--- src/sv/vertex_dedup_indexer_top_defines.svh ---
// ----------------------------------------------------------------------------
// Vertex dedup indexer assertion macros
// Shared assertion forms used by the top level of the vertex dedup indexer.
// ----------------------------------------------------------------------------
`ifndef VERTEX_DEDUP_INDEXER_TOP_DEFINES_SVH
`define VERTEX_DEDUP_INDEXER_TOP_DEFINES_SVH

// Checked on every rising edge outside reset.
`define VDI_ASSERT(lbl, prop, msg) \
  lbl: assert property (@(posedge clk) disable iff (rst) (prop)) else $error(msg);

// Checked on every rising edge, reset included.
`define VDI_ASSERT_ALWAYS(lbl, prop, msg) \
  lbl: assert property (@(posedge clk) (prop)) else $error(msg);

`endif

--- src/sv/vdi_pkg.sv ---
// ----------------------------------------------------------------------------
// Vertex dedup indexer package
// Widths, result codes and types shared by the vertex dedup indexer.
// ----------------------------------------------------------------------------
package vdi_pkg;

  localparam int VERTEX_COMPONENTS = 8;
  localparam int COMP_W            = 32;
  localparam int TOL_W             = 16;
  localparam int INDEX_W           = 8;
  localparam int OUTCOME_W         = 2;
  localparam int MAX_VERTICES_DEF  = 256;

  localparam logic [TOL_W-1:0] TOL_RESET = 16'd655;

  localparam logic [OUTCOME_W-1:0] OUT_MATCH  = 2'd0;
  localparam logic [OUTCOME_W-1:0] OUT_APPEND = 2'd1;
  localparam logic [OUTCOME_W-1:0] OUT_FULL   = 2'd2;

  typedef logic signed [COMP_W-1:0]                    comp_t;
  typedef logic [VERTEX_COMPONENTS-1:0][COMP_W-1:0]    vertex_t;
  typedef logic [TOL_W-1:0]                            tol_t;
  typedef logic [OUTCOME_W-1:0]                        outcome_t;

endpackage

--- src/sv/vdi_match.sv ---
// ----------------------------------------------------------------------------
// Vertex match unit
// Compares one stored vertex against the incoming one, all components at once.
// ----------------------------------------------------------------------------
module vdi_match import vdi_pkg::*; (
  input  vertex_t vtx,
  input  vertex_t stored,
  input  tol_t    tol,
  output logic    match
);

  logic [VERTEX_COMPONENTS-1:0] close;

  for (genvar c = 0; c < VERTEX_COMPONENTS; c++) begin : g_comp
    logic signed [COMP_W:0] diff;
    logic        [COMP_W:0] mag;

    // The difference is exact in one extra bit, so its magnitude never wraps.
    always_comb begin
      diff     = {vtx[c][COMP_W-1], vtx[c]} - {stored[c][COMP_W-1], stored[c]};
      mag      = diff[COMP_W] ? (~diff + 1'b1) : diff;
      close[c] = mag < {{(COMP_W+1-TOL_W){1'b0}}, tol};
    end
  end

  assign match = &close;

endmodule

--- config.mk ---
export PLATFORM = sky130hd
export DESIGN_NAME = vdi_match
export DESIGN_NICKNAME = d
export VERILOG_FILES = /design/src/sv/vertex_dedup_indexer_top_defines.svh /design/src/sv/vdi_pkg.sv /design/src/sv/vdi_match.sv
export SDC_FILE = /design/constraint.sdc
export NUM_CORES = 1
export LEC_CHECK = 0
export ABC_AREA = 1
export BUFFER_PORTS_ARGS = -buffer_cell sky130_fd_sc_hd__buf_2
export CORE_MARGIN = 8
export CORE_UTILIZATION = 35
export DETAILED_ROUTE_END_ITERATION = 16
export GPL_TIMING_DRIVEN = 0
export PLACE_DENSITY_LB_ADDON = 0.2
export SYNTH_ARGS = -nofsm -noshare
export SYNTH_HDL_FRONTEND = slang
export SYNTH_SLANG_ARGS = --single-unit
--- constraint.sdc ---
create_clock -name vclk -period 16.3
set_clock_uncertainty 0.2 [all_clocks]
set_input_delay 2.445 -clock vclk [all_inputs]
set_output_delay 2.445 -clock vclk [all_outputs]
set_load 0.01 [all_outputs]
==> metrics.md <==
| Metric | Value |
|---|---|
| Routed length per instance | 16.1 microns |
| Critical path buffers and inverters | 8 |
| Share of the yosys chip area belonging to registers | 0 |
| Synth area leader | nand2_1 |
| Worst Setup Start Kind | primary input |
| Hold path start | vtx[223] |
| Final ANT Viol Nets | 0 |
| Post-Synthesis Cell Area | 0.0334 sq mm |
| Period utilization | 0.674 |
| Crit path DAT | 8340 ps |
| Most instantiated cells after synthesis | nand2_1, inv_1, nor2_1 |
| CP max-delay cell | fa_1 |
| Placeable Area | 0.0949 sq mm |
| Post-synthesis cell type count | 51 |
| Largest delay share family, worst path | simple AND/OR/NAND/NOR gates |
| Final min period | 10990 ps |
| Net Count, Synth | 7959 |
| Detailed Routing Iterations Pass 1 | 6 |
| Vias per inst | 4.82 |
| Largest fanout on the critical path | 10 |
| I/O pin cnt | 529 |
| Worst Setup SP | vtx[128] |
| Relative slew slack | 0.106 |
| # fillers | 11300 |
| Seq_cells | 0 |
| DR WL met3 | 7120 microns |
| Chip Width | 325 microns |
| Post-Route M1 WL | 63400 microns |
| Cell repeated most along the worst path | nand2_1 |
| Net count, final | 8489 |
| Proportion of layout cells with a drive suffix above 1 | 0.107 |
| Row count | 113 |
| # Max-Cap Violations | 0 |
| Area occupied by multi-input gates | 0.0272 sq mm |
| Status | completed |
| Hpwl dp | 128000 microns |
| Post-CTS setup buffer count | 0 |
| Finished Cell Area | 0.0377 sq mm |
| Yosys warns | 0 |
| Setup TNS | 0 ps |
| First-pass GRT wire length | 217000 microns |
| RSZ-0062 raised after global routing | false |
| Critical path class | primary input to primary output |
| Syn_area_per_cell | 4.75 sq um |
| Yosys top cell area share | 0.307 |
| Mapped Cells | 7039 |
| Pins Over Slew Limit | 0 |
| FMAX | 91.0 MHz |
| Hold crit path type | primary input to primary output |
| Final-report hold violation count | 0 |
| Gr usage total | 0.253 |
| Largest net degree at the start of global routing | 11 |
| Initial antenna violation count | 8 |
| Buffers on Ports | 528 |
| Worst EP required | 13650 ps |
| Area delta synth->final | 12.7% |
| Iteration-0 DRC Markers | 3145 |
| Clock Buffer Count | 0 |
| Met2 WL | 68600 microns |
| Die area | 0.106 sq mm |
| Critical Path Sink Type | primary output |
| Max Used Layer | met4 |
| Detailed Route WL | 143000 microns |
| Gpl congestion | 0.953 |
| Vias in the first global route | 39500 |
| Most instantiated library cell after synthesis | nand2_1 |
| DRC Markers | 0 |
| Crit-path max cell delay | 420 ps |
| Vias | 42600 |
| CTS Hold Bufs | 0 |
| Finish-stage setup viols | 0 |
| CP Depth | 45 |
| Placed Area | 0.0377 sq mm |
| FF/Latch Area | 0 sq um |
| Initial Util | 0.353 |
| Synth top area cells | nand2_1, inv_1, ha_1 |
| Die H | 325 microns |
| CP Capture Point | match |
| Gr ovfl total | 0 |
| Worst slew pin tran | 1340 ps |
| Gates resized, CTS repair | 0 |
## routing by layer
layer / global-route usage / vias to the layer above
li1: - / 22500
met1: 0.324 / 18900
met2: 0.462 / 1064
met3: 0.0188 / 140
met4: 0.0514 / 0
met5: 0 / -
## cell type report
| cell class | instances | area share |
|---|---|---|
| diodes | 7 | 0.000465 |
| plain buffers | 34 | 0.00657 |
| repair buffers | 528 | 0.0701 |
| well taps | 1265 | 0.0420 |
| multi-input cells | 5418 | 0.723 |
| inverters | 1587 | 0.158 |
## stage by stage
stage,worst slack [ps],utilization,cells,hold WS (ps)
floorplan,7280,-,7039,5310
global placement,5370,0.397,8832,5810
detailed placement,5330,0.397,8832,5830
CTS,5330,0.397,8832,5830
global route,4540,0.397,8834,5980
finish,5310,0.397,8839,5840
## layout by cell type, fill, tap and decap left out, drive strengths merged, types with 7 or more instances in the layout
| cell | instances |
|---|---|
| ha | 384 |
| nor3 | 70 |
| nand2 | 2843 |
| nor2 | 766 |
| o21a | 8 |
| o21bai | 19 |
| buf | 559 |
| xnor2 | 19 |
| nand4 | 118 |
| xor2 | 105 |
| a21oi | 245 |
| diode | 7 |
| fa | 8 |
| o21ai | 95 |
| nand3 | 640 |
| inv | 1585 |
| nand3b | 50 |
| and2 | 11 |
## worst min-delay path, stage by stage
cell     delay, ps
buf_2           90
ha_1           210
xor2_1         130
inv_1           60
nand2_1         50
nand2_1         50
inv_1           30
nand2_1         70
nor2_1          50
nand2_1         50
nor2_1          40
nand2_1         50
nor2_1         110
buf_2          170
## kinds of logic after synthesis
family / Yosys count / share of synthesized area
xor gates and xnor gates: 124 / 0.0327
AOI/OAI and AO/OA: 393 / 0.0643
and+or+nand+nor: 4509 / 0.569
adders and majority gates: 392 / 0.148
buffers and inverters: 1621 / 0.186
## how the worst min path moves through the flow
stage	end	slack [ps]	cells after the start
final	match	5840	14
after global routing	match	5980	14
after CTS	match	5830	14
after detailed placement	match	5830	14
after global placement	match	5810	14
after floorplan	match	5310	10
